### src/rtl/prc_pkg.sv
`timescale 1ns / 1ps

package prc_pkg;

  // Item kinds
  localparam logic KIND_LOAD  = 1'b0;
  localparam logic KIND_POINT = 1'b1;

  // Configuration register indexes
  localparam int unsigned CFG_IDX_W = 1;
  localparam int unsigned CFG_DAT_W = 5;
  localparam logic [CFG_IDX_W-1:0] REG_THREE_D = 1'd0;
  localparam logic [CFG_IDX_W-1:0] REG_COUNT   = 1'd1;

  // Ids at or above this value are triangles
  localparam logic [7:0] ID_TRI_MIN = 8'd10;

  // Zone codes
  localparam logic [1:0] ZONE_OUT  = 2'd0;
  localparam logic [1:0] ZONE_IN   = 2'd1;
  localparam logic [1:0] ZONE_NONE = 2'd2;

  // Width of the exact area sums
  localparam int unsigned AREA_W = 38;

  typedef struct packed {
    logic               kind;
    logic [3:0]         entry;
    logic [7:0]         region_id;
    logic signed [15:0] ax;
    logic signed [15:0] ay;
    logic signed [15:0] az;
    logic signed [15:0] bx;
    logic signed [15:0] by;
    logic signed [15:0] bz;
    logic signed [15:0] cx;
    logic signed [15:0] cy;
  } in_item_t;

  typedef struct packed {
    logic [7:0] found_region;
    logic [1:0] zone;
  } out_item_t;

  typedef struct packed {
    logic [7:0]         id;
    logic signed [15:0] ax;
    logic signed [15:0] ay;
    logic signed [15:0] az;
    logic signed [15:0] bx;
    logic signed [15:0] by;
    logic signed [15:0] bz;
    logic signed [15:0] cx;
    logic signed [15:0] cy;
  } entry_t;

  typedef enum logic [2:0] {
    ST_IDLE,
    ST_FETCH,
    ST_TEST,
    ST_MUL,
    ST_CMP,
    ST_DONE
  } state_e;

  typedef struct packed {
    logic       load_wr;
    logic       start;
    logic       rd_en;
    logic       mul_en;
    logic [1:0] mul_sel;
    logic       acc_en;
    logic [1:0] acc_sel;
    logic       set_found;
    logic       set_zone;
    logic       publish;
  } cmd_t;

  typedef struct packed {
    logic is_box;
    logic box_hit;
    logic zone_hit;
    logic tri_hit;
    logic out_busy;
  } status_t;

endpackage

### src/rtl/point_region_classifier_top.sv
`timescale 1ns / 1ps

// Point region classifier.
// Input channel (in_valid_i/in_ready_o, in_item_i) takes two kinds of item:
// a load writes one region table entry and gives no result; a point is
// tested in order against entries 0 .. min(region_count, MAX_REGIONS)-1 and
// gives exactly one result (found_region, zone) on the output channel
// (out_valid_o/out_ready_i). Configuration writes (cfg_valid_i, cfg_index_i,
// cfg_data_i) are always taken and must only be issued while the block is idle.
// A load is written to the table as it is taken. A point is held on entry,
// then each entry tested passes through table read and compare for a box, or
// table read, decode, the multiply steps through the shared pair of 17x17
// multipliers and area compare for a triangle; the result then goes into the
// output register. The sequencer walks one entry at a time, so one point is
// in flight at once.
// The result sits in an output register; the next item is taken while it
// waits. If the receiver stalls, a second finished point holds until the
// register frees. Reset clears control state and configuration; table
// contents are undefined until loaded.
module point_region_classifier_top import prc_pkg::*; #(
  parameter int unsigned MAX_REGIONS = 16,
  parameter int unsigned FRAC_BITS   = 4
) (
  input  logic                 clk_i,
  input  logic                 rst_ni,
  input  logic                 in_valid_i,
  output logic                 in_ready_o,
  input  in_item_t             in_item_i,
  output logic                 out_valid_o,
  input  logic                 out_ready_i,
  output out_item_t            out_item_o,
  input  logic                 cfg_valid_i,
  output logic                 cfg_ready_o,
  input  logic [CFG_IDX_W-1:0] cfg_index_i,
  input  logic [CFG_DAT_W-1:0] cfg_data_i
);

  localparam int unsigned IW = (MAX_REGIONS > 1) ? $clog2(MAX_REGIONS) : 1;
  localparam int unsigned CW = $clog2(MAX_REGIONS + 1);

  cmd_t          cmd;
  status_t       status;
  logic [IW-1:0] addr;
  logic          z_in;

  assign cfg_ready_o = 1'b1;

  prc_ctrl #(
    .MAX_REGIONS(MAX_REGIONS),
    .IW(IW),
    .CW(CW)
  ) u_ctrl (
    .clk_i,
    .rst_ni,
    .in_valid_i,
    .in_kind_i  (in_item_i.kind),
    .in_ready_o,
    .cfg_valid_i,
    .cfg_index_i,
    .cfg_data_i,
    .status_i   (status),
    .z_in_i     (z_in),
    .cmd_o      (cmd),
    .addr_o     (addr)
  );

  prc_datapath #(
    .MAX_REGIONS(MAX_REGIONS),
    .FRAC_BITS(FRAC_BITS),
    .IW(IW)
  ) u_dp (
    .clk_i,
    .rst_ni,
    .cmd_i      (cmd),
    .addr_i     (addr),
    .in_item_i,
    .out_ready_i,
    .status_o   (status),
    .z_in_o     (z_in),
    .out_valid_o,
    .out_item_o
  );

endmodule

### src/rtl/prc_datapath.sv
`timescale 1ns / 1ps

module prc_datapath import prc_pkg::*; #(
  parameter int unsigned MAX_REGIONS = 16,
  parameter int unsigned FRAC_BITS   = 4,
  parameter int unsigned IW          = 4
) (
  input  logic          clk_i,
  input  logic          rst_ni,
  input  cmd_t          cmd_i,
  input  logic [IW-1:0] addr_i,
  input  in_item_t      in_item_i,
  input  logic          out_ready_i,
  output status_t       status_o,
  output logic          z_in_o,
  output logic          out_valid_o,
  output out_item_t     out_item_o
);

  localparam int unsigned K = 2 * FRAC_BITS + 1;
  localparam logic [AREA_W-1:0] HALF = AREA_W'(1) << (K - 1);

  entry_t             mem [MAX_REGIONS];
  entry_t             ent_q;
  logic signed [15:0] px_q, py_q, pz_q;
  logic [7:0]         found_q;
  logic [1:0]         zone_q;
  logic signed [33:0] prod1_q, prod2_q;
  logic [AREA_W-1:0]  whole_q, parts_q;
  logic               out_valid_q;
  out_item_t          out_q;

  logic signed [16:0] ux, uy, vx, vy;
  logic [34:0]        cr_diff, cr_abs;
  logic [AREA_W-1:0]  whole_rnd, parts_rnd;
  logic               wr_ok;

  assign wr_ok = 32'(in_item_i.entry) < MAX_REGIONS;

  // Table write on a load transfer
  always_ff @(posedge clk_i) begin
    if (cmd_i.load_wr && wr_ok) begin
      mem[IW'(in_item_i.entry)] <= '{id: in_item_i.region_id,
                                     ax: in_item_i.ax, ay: in_item_i.ay, az: in_item_i.az,
                                     bx: in_item_i.bx, by: in_item_i.by, bz: in_item_i.bz,
                                     cx: in_item_i.cx, cy: in_item_i.cy};
    end
  end

  // Registered table read
  always_ff @(posedge clk_i) begin
    if (cmd_i.rd_en) begin
      ent_q <= mem[addr_i];
    end
  end

  // Hold the point
  always_ff @(posedge clk_i) begin
    if (cmd_i.start) begin
      px_q <= in_item_i.ax;
      py_q <= in_item_i.ay;
      pz_q <= in_item_i.az;
    end
  end

  // Edge vectors for the selected cross product
  always_comb begin
    ux = '0; uy = '0; vx = '0; vy = '0;
    case (cmd_i.mul_sel)
      2'd0: begin
        ux = 17'(ent_q.bx) - 17'(ent_q.ax); uy = 17'(ent_q.by) - 17'(ent_q.ay);
        vx = 17'(ent_q.cx) - 17'(ent_q.ax); vy = 17'(ent_q.cy) - 17'(ent_q.ay);
      end
      2'd1: begin
        ux = 17'(ent_q.bx) - 17'(px_q); uy = 17'(ent_q.by) - 17'(py_q);
        vx = 17'(ent_q.cx) - 17'(px_q); vy = 17'(ent_q.cy) - 17'(py_q);
      end
      2'd2: begin
        ux = 17'(px_q) - 17'(ent_q.ax); uy = 17'(py_q) - 17'(ent_q.ay);
        vx = 17'(ent_q.cx) - 17'(ent_q.ax); vy = 17'(ent_q.cy) - 17'(ent_q.ay);
      end
      default: begin
        ux = 17'(ent_q.bx) - 17'(ent_q.ax); uy = 17'(ent_q.by) - 17'(ent_q.ay);
        vx = 17'(px_q) - 17'(ent_q.ax); vy = 17'(py_q) - 17'(ent_q.ay);
      end
    endcase
  end

  // Multiply stage
  always_ff @(posedge clk_i) begin
    if (cmd_i.mul_en) begin
      prod1_q <= ux * vy;
      prod2_q <= uy * vx;
    end
  end

  // Magnitude of the doubled area
  assign cr_diff = {prod1_q[33], prod1_q} - {prod2_q[33], prod2_q};
  assign cr_abs  = cr_diff[34] ? (35'd0 - cr_diff) : cr_diff;

  // Accumulate whole and partial areas
  always_ff @(posedge clk_i) begin
    if (cmd_i.acc_en) begin
      if (cmd_i.acc_sel == 2'd0) begin
        whole_q <= AREA_W'(cr_abs);
      end else if (cmd_i.acc_sel == 2'd1) begin
        parts_q <= AREA_W'(cr_abs);
      end else begin
        parts_q <= parts_q + AREA_W'(cr_abs);
      end
    end
  end

  assign whole_rnd = (whole_q + HALF) >> K;
  assign parts_rnd = (parts_q + HALF) >> K;

  // Per-point result
  always_ff @(posedge clk_i) begin
    if (cmd_i.start) begin
      found_q <= '0;
      zone_q  <= ZONE_NONE;
    end else begin
      if (cmd_i.set_found) found_q <= ent_q.id;
      if (cmd_i.set_zone)  zone_q  <= status_o.zone_hit ? ZONE_IN : ZONE_OUT;
    end
  end

  // Output register
  always_ff @(posedge clk_i or negedge rst_ni) begin
    if (!rst_ni) begin
      out_valid_q <= 1'b0;
    end else if (cmd_i.publish) begin
      out_valid_q <= 1'b1;
    end else if (out_ready_i) begin
      out_valid_q <= 1'b0;
    end
  end

  always_ff @(posedge clk_i) begin
    if (cmd_i.publish) begin
      out_q.found_region <= found_q;
      out_q.zone         <= zone_q;
    end
  end

  assign out_valid_o = out_valid_q;
  assign out_item_o  = out_q;

  always_comb begin
    status_o.is_box   = ent_q.id < ID_TRI_MIN;
    status_o.box_hit  = px_q >= ent_q.ax && px_q <= ent_q.bx &&
                        py_q >= ent_q.ay && py_q <= ent_q.by;
    status_o.zone_hit = px_q > ent_q.ax && px_q < ent_q.bx &&
                        py_q > ent_q.ay && py_q < ent_q.by;
    status_o.tri_hit  = whole_rnd == parts_rnd;
    status_o.out_busy = out_valid_q && !out_ready_i;
  end

  // z bounds for 3D boxes fold into the box test
  assign z_in_o = pz_q >= ent_q.az && pz_q <= ent_q.bz;

endmodule

### src/rtl/prc_ctrl.sv
`timescale 1ns / 1ps

module prc_ctrl import prc_pkg::*; #(
  parameter int unsigned MAX_REGIONS = 16,
  parameter int unsigned IW          = 4,
  parameter int unsigned CW          = 5
) (
  input  logic                 clk_i,
  input  logic                 rst_ni,
  input  logic                 in_valid_i,
  input  logic                 in_kind_i,
  output logic                 in_ready_o,
  input  logic                 cfg_valid_i,
  input  logic [CFG_IDX_W-1:0] cfg_index_i,
  input  logic [CFG_DAT_W-1:0] cfg_data_i,
  input  status_t              status_i,
  input  logic                 z_in_i,
  output cmd_t                 cmd_o,
  output logic [IW-1:0]        addr_o
);

  state_e         state_q, state_d;
  logic [CW-1:0]  idx_q, n;
  logic [2:0]     step_q;
  logic           three_d_q;
  logic [4:0]     count_q;
  logic           accept, last, hit3;

  assign accept = in_valid_i && in_ready_o;
  assign n      = (32'(count_q) > MAX_REGIONS) ? CW'(MAX_REGIONS) : CW'(count_q);
  assign last   = ({1'b0, idx_q} + 1'b1) == {1'b0, n};
  assign addr_o = idx_q[IW-1:0];
  assign hit3   = status_i.is_box && status_i.box_hit && z_in_i;

  // Configuration registers
  always_ff @(posedge clk_i or negedge rst_ni) begin
    if (!rst_ni) begin
      three_d_q <= 1'b0;
      count_q   <= '0;
    end else if (cfg_valid_i) begin
      unique case (cfg_index_i)
        REG_THREE_D: three_d_q <= cfg_data_i[0];
        REG_COUNT:   count_q   <= cfg_data_i;
        default:     ;
      endcase
    end
  end

  // Next state
  always_comb begin
    state_d = state_q;
    unique case (state_q)
      ST_IDLE: begin
        if (accept && in_kind_i == KIND_POINT) begin
          state_d = (n == '0) ? ST_DONE : ST_FETCH;
        end
      end
      ST_FETCH: state_d = ST_TEST;
      ST_TEST: begin
        if (three_d_q) begin
          state_d = (hit3 || last) ? ST_DONE : ST_FETCH;
        end else if (status_i.is_box && idx_q == '0) begin
          state_d = last ? ST_DONE : ST_FETCH;
        end else if (status_i.is_box) begin
          state_d = (status_i.box_hit || last) ? ST_DONE : ST_FETCH;
        end else begin
          state_d = ST_MUL;
        end
      end
      ST_MUL:  state_d = (step_q == 3'd4) ? ST_CMP : ST_MUL;
      ST_CMP:  state_d = (status_i.tri_hit || last) ? ST_DONE : ST_FETCH;
      ST_DONE: state_d = status_i.out_busy ? ST_DONE : ST_IDLE;
      default: state_d = ST_IDLE;
    endcase
  end

  // Outputs
  always_comb begin
    cmd_o      = '0;
    in_ready_o = 1'b0;
    cmd_o.mul_sel = step_q[1:0];
    cmd_o.acc_sel = 2'(step_q - 3'd1);
    unique case (state_q)
      ST_IDLE: begin
        in_ready_o    = 1'b1;
        cmd_o.load_wr = accept && in_kind_i == KIND_LOAD;
        cmd_o.start   = accept && in_kind_i == KIND_POINT;
      end
      ST_FETCH: cmd_o.rd_en = 1'b1;
      ST_TEST: begin
        if (three_d_q) begin
          cmd_o.set_found = hit3;
        end else if (status_i.is_box && idx_q == '0) begin
          cmd_o.set_zone = 1'b1;
        end else if (status_i.is_box) begin
          cmd_o.set_found = status_i.box_hit;
        end
      end
      ST_MUL: begin
        cmd_o.mul_en = step_q != 3'd4;
        cmd_o.acc_en = step_q != 3'd0;
      end
      ST_CMP:  cmd_o.set_found = status_i.tri_hit;
      ST_DONE: cmd_o.publish = !status_i.out_busy;
      default: ;
    endcase
  end

  // State, entry index and multiply step
  always_ff @(posedge clk_i or negedge rst_ni) begin
    if (!rst_ni) begin
      state_q <= ST_IDLE;
      idx_q   <= '0;
      step_q  <= '0;
    end else begin
      state_q <= state_d;
      if (state_q == ST_IDLE) begin
        idx_q <= '0;
      end else if ((state_q == ST_TEST || state_q == ST_CMP) && state_d == ST_FETCH) begin
        idx_q <= idx_q + 1'b1;
      end
      if (state_q == ST_MUL) begin
        step_q <= step_q + 3'd1;
      end else begin
        step_q <= '0;
      end
    end
  end

endmodule

### config.mk
export PLATFORM = sky130hd
export DESIGN_NAME = point_region_classifier_top
export DESIGN_NICKNAME = d
export VERILOG_FILES = /design/src/rtl/prc_pkg.sv /design/src/rtl/point_region_classifier_top.sv /design/src/rtl/prc_datapath.sv /design/src/rtl/prc_ctrl.sv
export SDC_FILE = /design/constraint.sdc
export NUM_CORES = 2
export LEC_CHECK = 0
export BUFFER_PORTS_ARGS = -buffer_cell sky130_fd_sc_hd__buf_2
export CAP_MARGIN = 20
export CORE_UTILIZATION = 49
export CTS_CLUSTER_SIZE = 40
export DETAILED_ROUTE_END_ITERATION = 6
export GPL_TIMING_DRIVEN = 0
export PLACE_DENSITY = 0.67
export RECOVER_POWER = 100
export SLEW_MARGIN = 15
export SYNTH_ARGS = -nofsm -noshare
export SYNTH_HDL_FRONTEND = slang
export SYNTH_SLANG_ARGS = --single-unit
### constraint.sdc
create_clock -name clk_i -period 22.7 [get_ports clk_i]
set_clock_uncertainty 0.2 [all_clocks]
set_input_delay 3.405 -clock clk_i [delete_from_list [all_inputs] [get_ports clk_i]]
set_output_delay 3.405 -clock clk_i [all_outputs]
set_load 0.01 [all_outputs]
Word level (Yosys, flattened, before mapping)

Memory sizes are Yosys's and may differ from the RTL's. A register that Yosys moved wholly into a read port is not among the register bits.
Index checks and enable logic that the tools add are counted.

Register bits after elaboration: 227
RAM bits: 2176
Word-level logic and storage cells: 142
Memories: 1

Memories:

| name     | words | bits a word | read ports | clocked after memory_dff | wr ports | RTL line           | text |
|---|---|---|---|---|---|---|---|
| u_dp.mem | 16    | 136         | 1          | 1                        | 1        | prc_datapath.sv:23 | `entry_t mem [MAX_REGIONS];` |

$add $sub $neg: 19
Multipliers: 2
$lt $le $gt $ge: 12
Equality and inequality tests: 13
Multiplexer cells: 40
Bitwise logic cells: 3
Reduce and logical (&&, ||, !) cells: 34

Operators with widths:

| operator                                           | count |
|---|---|
| subtractor 16 x 16 -> 17 bit                       | 10 |
| case mux 17 bit (2 select lines)                   | 4 |
| two-way mux 35 bit                                 | 2 |
| multiplier 17 x 17 -> 34 bit                       | 2 |
| >= comparator 16 bit                               | 3 |
| <= comparator 16 bit                               | 3 |
| adder 38 x 35 -> 38 bit                            | 1 |
| adder 38 x 9 -> 38 bit, second input constant      | 1 |
| adder 35 x 9 -> 36 bit, second input constant      | 1 |
| two-way mux 3 bit                                  | 12 |
| subtractor 1 x 35 -> 35 bit, first input constant  | 1 |
| subtractor 34 x 34 -> 35 bit                       | 1 |
| greater-than comparator 16 bit                     | 2 |
| < comparator 16 bit                                | 2 |
| == test 29 bit                                     | 1 |
| case mux 3 bit (6 select lines)                    | 1 |
| two-way mux 1 bit                                  | 16 |
| logical AND 1 bit                                  | 15 |
| two-way mux 5 bit                                  | 3 |
| logical NOT 5 bit                                  | 2 |
| == test 3 bit, second input constant               | 3 |
| < comparator 8 x 4 -> 1 bit, second input constant | 1 |
| AND reduction 2 bit                                | 4 |
| adder 5 x 1 -> 6 bit, second input constant        | 1 |
| 20 further kinds                                   | 31 |

Logic depth before layout (Yosys ltp)

Depth after elaboration: 14
Gate-level depth with buffers: 40
Mapped depth without buffers: 39

Cells and area by module

A second synthesis with hierarchy kept.

Cells, all modules: 7955
Area, all modules: 128156.7 um^2

Modules (own cells, without submodules):

| module                      | times used | cells an instance | area an instance (um^2) | sequential area each (um^2) |
|---|---|---|---|---|
| prc_datapath                | 1          | 7830              | 126990.5                | 75387.3 |
| prc_ctrl                    | 1          | 123               | 1154.9                  | 425.4 |
| point_region_classifier_top | 1          | 2                 | 11.3                    | 0.0 |

Worst setup path before layout

No wires, ideal clock.

Path type: input port to flip-flop
From: in in_valid_i
To: mem u_dp.mem[0][0] (netlist name) (enable)
Setup time: 0.800 ns
Arrival: 13.301 ns
Data required time: 21.700 ns
Slack: 8.400 ns
Cell stages on the path: 4
Buffers on the path: 0
Cell sequence: nand2_1 > or2_2 > or3_1 > nor3_1

Cells in the longest elaborated chain, start to end: 5

Ends and longest elaborated chain:

| element                                 | RTL line                          | text |
|---|---|---|
| start, declared                         | point_region_classifier_top.sv:26 | `input logic in_valid_i,` |
| logical AND 1 bit                       | prc_ctrl.sv:29                    | `assign accept = in_valid_i && in_ready_o;` |
| logical AND 1 bit                       | prc_ctrl.sv:86                    | `cmd_o.load_wr = accept && in_kind_i == KIND_LOAD;` |
| two-way mux 2 bit                       | prc_ctrl.sv:83                    | `unique case (state_q)` |
| two-way mux 1 bit                       | prc_datapath.sv:42                | `if (cmd_i.load_wr && wr_ok) begin` |
| two-way mux 1 bit (not written as such) | prc_datapath.sv:43                | `mem[IW'(in_item_i.entry)] <= '{id: in_item_i.region_id,` |
| end, declared                           | prc_datapath.sv:23                |  |

Every way passes these cells.

Final worst setup path

From: reg u_ctrl.step_q[0]
To: reg u_dp.prod2_q[32] (data pin)

Cells in the longest elaborated chain, start to end: 4
Elaborated cells between the ends (all ways): 7
Classes of those cells: mul: 1; eq/ne: 2; mux: 2; reduce/logical: 2

Ends and longest elaborated chain:

| element                                            | RTL line           | text |
|---|---|---|
| start, declared                                    | prc_ctrl.sv:24     | `logic [2:0] step_q;` |
| start signal, assigned                             | prc_ctrl.sv:123    | `step_q <= step_q + 3'd1;` |
| == test 2 bit or logical NOT 2 bit (tied branches) | prc_datapath.sv:69 | `case (cmd_i.mul_sel)` |
| OR reduction 2 bit (no source line)                | --                 |  |
| case mux 17 bit (2 select lines)                   | prc_datapath.sv:69 |  |
| multiplier 17 x 17 -> 34 bit (*)                   | prc_datapath.sv:93 | `prod2_q <= uy * vx;` |
| end signal, assigned                               | prc_datapath.sv:93 |  |
| end, declared                                      | prc_datapath.sv:28 | `logic signed [33:0] prod1_q, prod2_q;` |

Mark *: on every way between the ends. The rest lies on a longest branch, timed or not.
A chain may end at the register's enable or synchronous reset.

==> results by group <==
STA
  • Worst rel slew slack: -67.2%
  • FMAX: 79.2 MHz
  • Fin crit period: 12630 ps
  • RSZ-0062 raised after global routing: false
  • Tcrit/Tclk final: 55.7%
  • Final worst slack: 10070 ps
  • Final Hold Fails: 0
  • Max-slew violation count: 698
  • Final Setup Violations: 0
  • Slew @ Worst Pin: 2510 ps

Clocking
  • # hold bufs at CTS: 0
  • Worst-path clk slew: 70 ps
  • TritonCTS Buffers: 274
  • Max Root-Sink Buffers: 4
  • Root Driver: clkbuf_16
  • Clock Latency Late Sink: 980 ps
  • Clock sinks: 2531
  • Cts repair resizes: 0
  • Post-CTS Setup Inserts: 0
  • Htree depth: 5
  • CTS tree: built

Worst setup path
  • Worst-path fanout max: 10
  • Crit start category: flip-flop
  • Critical Path Most Common Cell: fa_1
  • Crit-path slowest cell: o21ai_0
  • Worst setup path class: flip-flop to flip-flop
  • Cell family with most CP delay: compound AO/OA/AOI/OAI gates
  • CP bufs+invs: 8
  • WP data arrival: 13040 ps
  • CP peak stage delay: 1620 ps
  • Worst setup EP type: flip-flop
  • Data required, critical path: 23100 ps

Drt
  • Met1 Wirelength: 134 mm
  • Final wirelength: 348 mm
  • 1st-iter DRT viols: 7578
  • Final antenna-violating net count: 0
  • Drt wl/cell: 28.1 um
  • Vias: 73920
  • First-pass iteration count of the detailed router: 7
  • WL met2: 171 mm
  • DRC Markers: 2
  • Avg Vias per Cell: 5.97
  • Wire length on met3: 28.0 mm
  • Top sig layer: met5

Yosys
  • Post-synthesis sequential area ratio: 59.1%
  • Ys flop type: edfxtp_1
  • Post-Syn Nets: 9113
  • Post-synthesis area per instance: 16.1 um2
  • FFs w/ async S/R, synth: 0.711%
  • Yosys warns: 0
  • Post-synth EDFFs: 2503
  • Yosys reg bits: 2531
  • Synth Instances: 7946
  • Yosys cell types: 100
  • Area of the mapped netlist: 0.128 mm2

Layout
  • Most frequent cells in the layout: edfxtp_1 (2503), inv_1 (783), mux4_2 (680)
  • Most common cell after layout, fill and taps aside: edfxtp_1
  • Layout cells sized above 1: 14.2%
  • Nets: 9853
  • Area Overhead vs Synth: 11.6%
  • Filler Cell Count: 20364

Status
  • Failing checks: design-rule violations, max-capacitance violations, max-slew violations
  • Status: complete, but fails checks

Floorplanning
  • Core Area: 0.260 mm2
  • Starting Density: 49.4%
  • Chip Height: 514 um
  • Die area: 0.264 mm2
  • DIE WIDTH: 514 um
  • I/O pin count: 165
  • Rows: 187

GRT
  • Vias in the first global route: 75201
  • Initial antenna violation count: 49
  • Global-route wire length before repair: 505 mm
  • Largest net degree at the start of global routing: 30
  • GRT Residual Overflow: 0
  • Total GRT Usage: 26.4%

Hold path
  • Hold Crit Class: flip-flop to flip-flop

Job
  • Maxcap violations: 48

Placed design
  • Setup WS pre-CTS: 10440 ps
  • RD Place Congestion: 0.969
  • Post-DP HPWL: 255 mm
  • Port bufs: 163
-- metrics by stage --
stage / setup TNS, ps / instance area, um2 / std cells / util (%) / hold slack, ps
floorplan: 0 / 128000 / 7946 / - / 201
global route: 0 / 143000 / 12381 / 55.1 / 251
global placement: -2238630 / 133000 / 11605 / 51.4 / 216
detailed placement: 0 / 138000 / 11879 / 53.0 / 216
CTS: 0 / 146000 / 12347 / 56.2 / 230
finish: 0 / 143000 / 12389 / 55.1 / 229
-- metal layers --
metal,up-vias,GRT usage (%)
li1,31352,-
met1,38465,34.5
met2,3362,44.2
met3,689,4.91
met4,52,9.26
met5,-,0
-- flip-flops by register name (all words and copies together) (netlist names) --
register / cells
u_ctrl.state_q: 3
u_dp.zone_q: 2
u_dp.mem: 2176
u_dp.parts_q: 38
u_dp.pz_q: 16
u_dp.whole_q: 27
u_dp.found_q: 8
u_dp.out_item_o: 10
u_dp.prod2_q: 34
u_ctrl.idx_q: 5
u_ctrl.count_q: 5
u_ctrl.three_d_q: 1
u_ctrl.step_q: 3
u_dp.px_q: 16
u_dp.out_valid_o: 1
u_dp.prod1_q: 34
u_dp.py_q: 16
u_dp.ent_q: 136
-- synthesized netlist by cell type, types with 94 or more instances --
| cell type | number | area, um2 |
|---|---|---|
| edfxtp_1 | 2503 | 75200 |
| inv_1 | 784 | 2940 |
| mux4_2 | 680 | 15300 |
| fa_1 | 603 | 12100 |
| nor2_1 | 525 | 1970 |
| ha_1 | 412 | 5150 |
| nand2_1 | 364 | 1370 |
| a21oi_1 | 232 | 1160 |
| xnor2_1 | 216 | 1890 |
| clkbuf_1 | 187 | 702 |
| o21ai_0 | 148 | 741 |
| a21o_1 | 108 | 811 |
| xor2_1 | 94 | 823 |
-- layout make-up --
class	count	area, um2	share of cell area (%)
sequential	2531	75800	52.9
multi-input combinational	4366	48600	33.9
clock buffer	332	7160	5.00
tap	3496	4370	3.05
inverter	784	2940	2.06
timing repair buffer	464	2310	1.61
buffer	265	1030	0.720
clock inverter	136	1010	0.708
antenna	15	37.5	0.0262
-- cell families after synthesis --
family                   share of synthesized area (%)
multiplexers                                      12.8
buffers and inverters                             3.09
flip-flops                                        59.1
adder cells (fa/ha/maj)                           13.4
XOR/XNOR                                          2.19
other                                          0.00292
AND/OR/NAND/NOR                                   5.18
AO/OA/AOI/OAI                                     4.20
-- final timing paths --
check	startpoint	end	slack, ps	depth (start not counted)
max	u_ctrl.step_q[0]	u_dp.prod2_q[32]	10070	33
min	u_dp.zone_q[1]	u_dp.out_item_o[1]	230	0
max reg2reg	u_ctrl.step_q[0]	u_dp.prod2_q[32]	10070	33
min reg2reg	u_dp.zone_q[1]	u_dp.out_item_o[1]	230	0
max in group asynchronous	rst_ni	u_dp.out_valid_o	19090	1
min in group asynchronous	rst_ni	u_ctrl.count_q[4]	2490	1
Power is not shown: default switching activity piles up to over one toggle a cycle in this logic, so the estimate is an artifact.
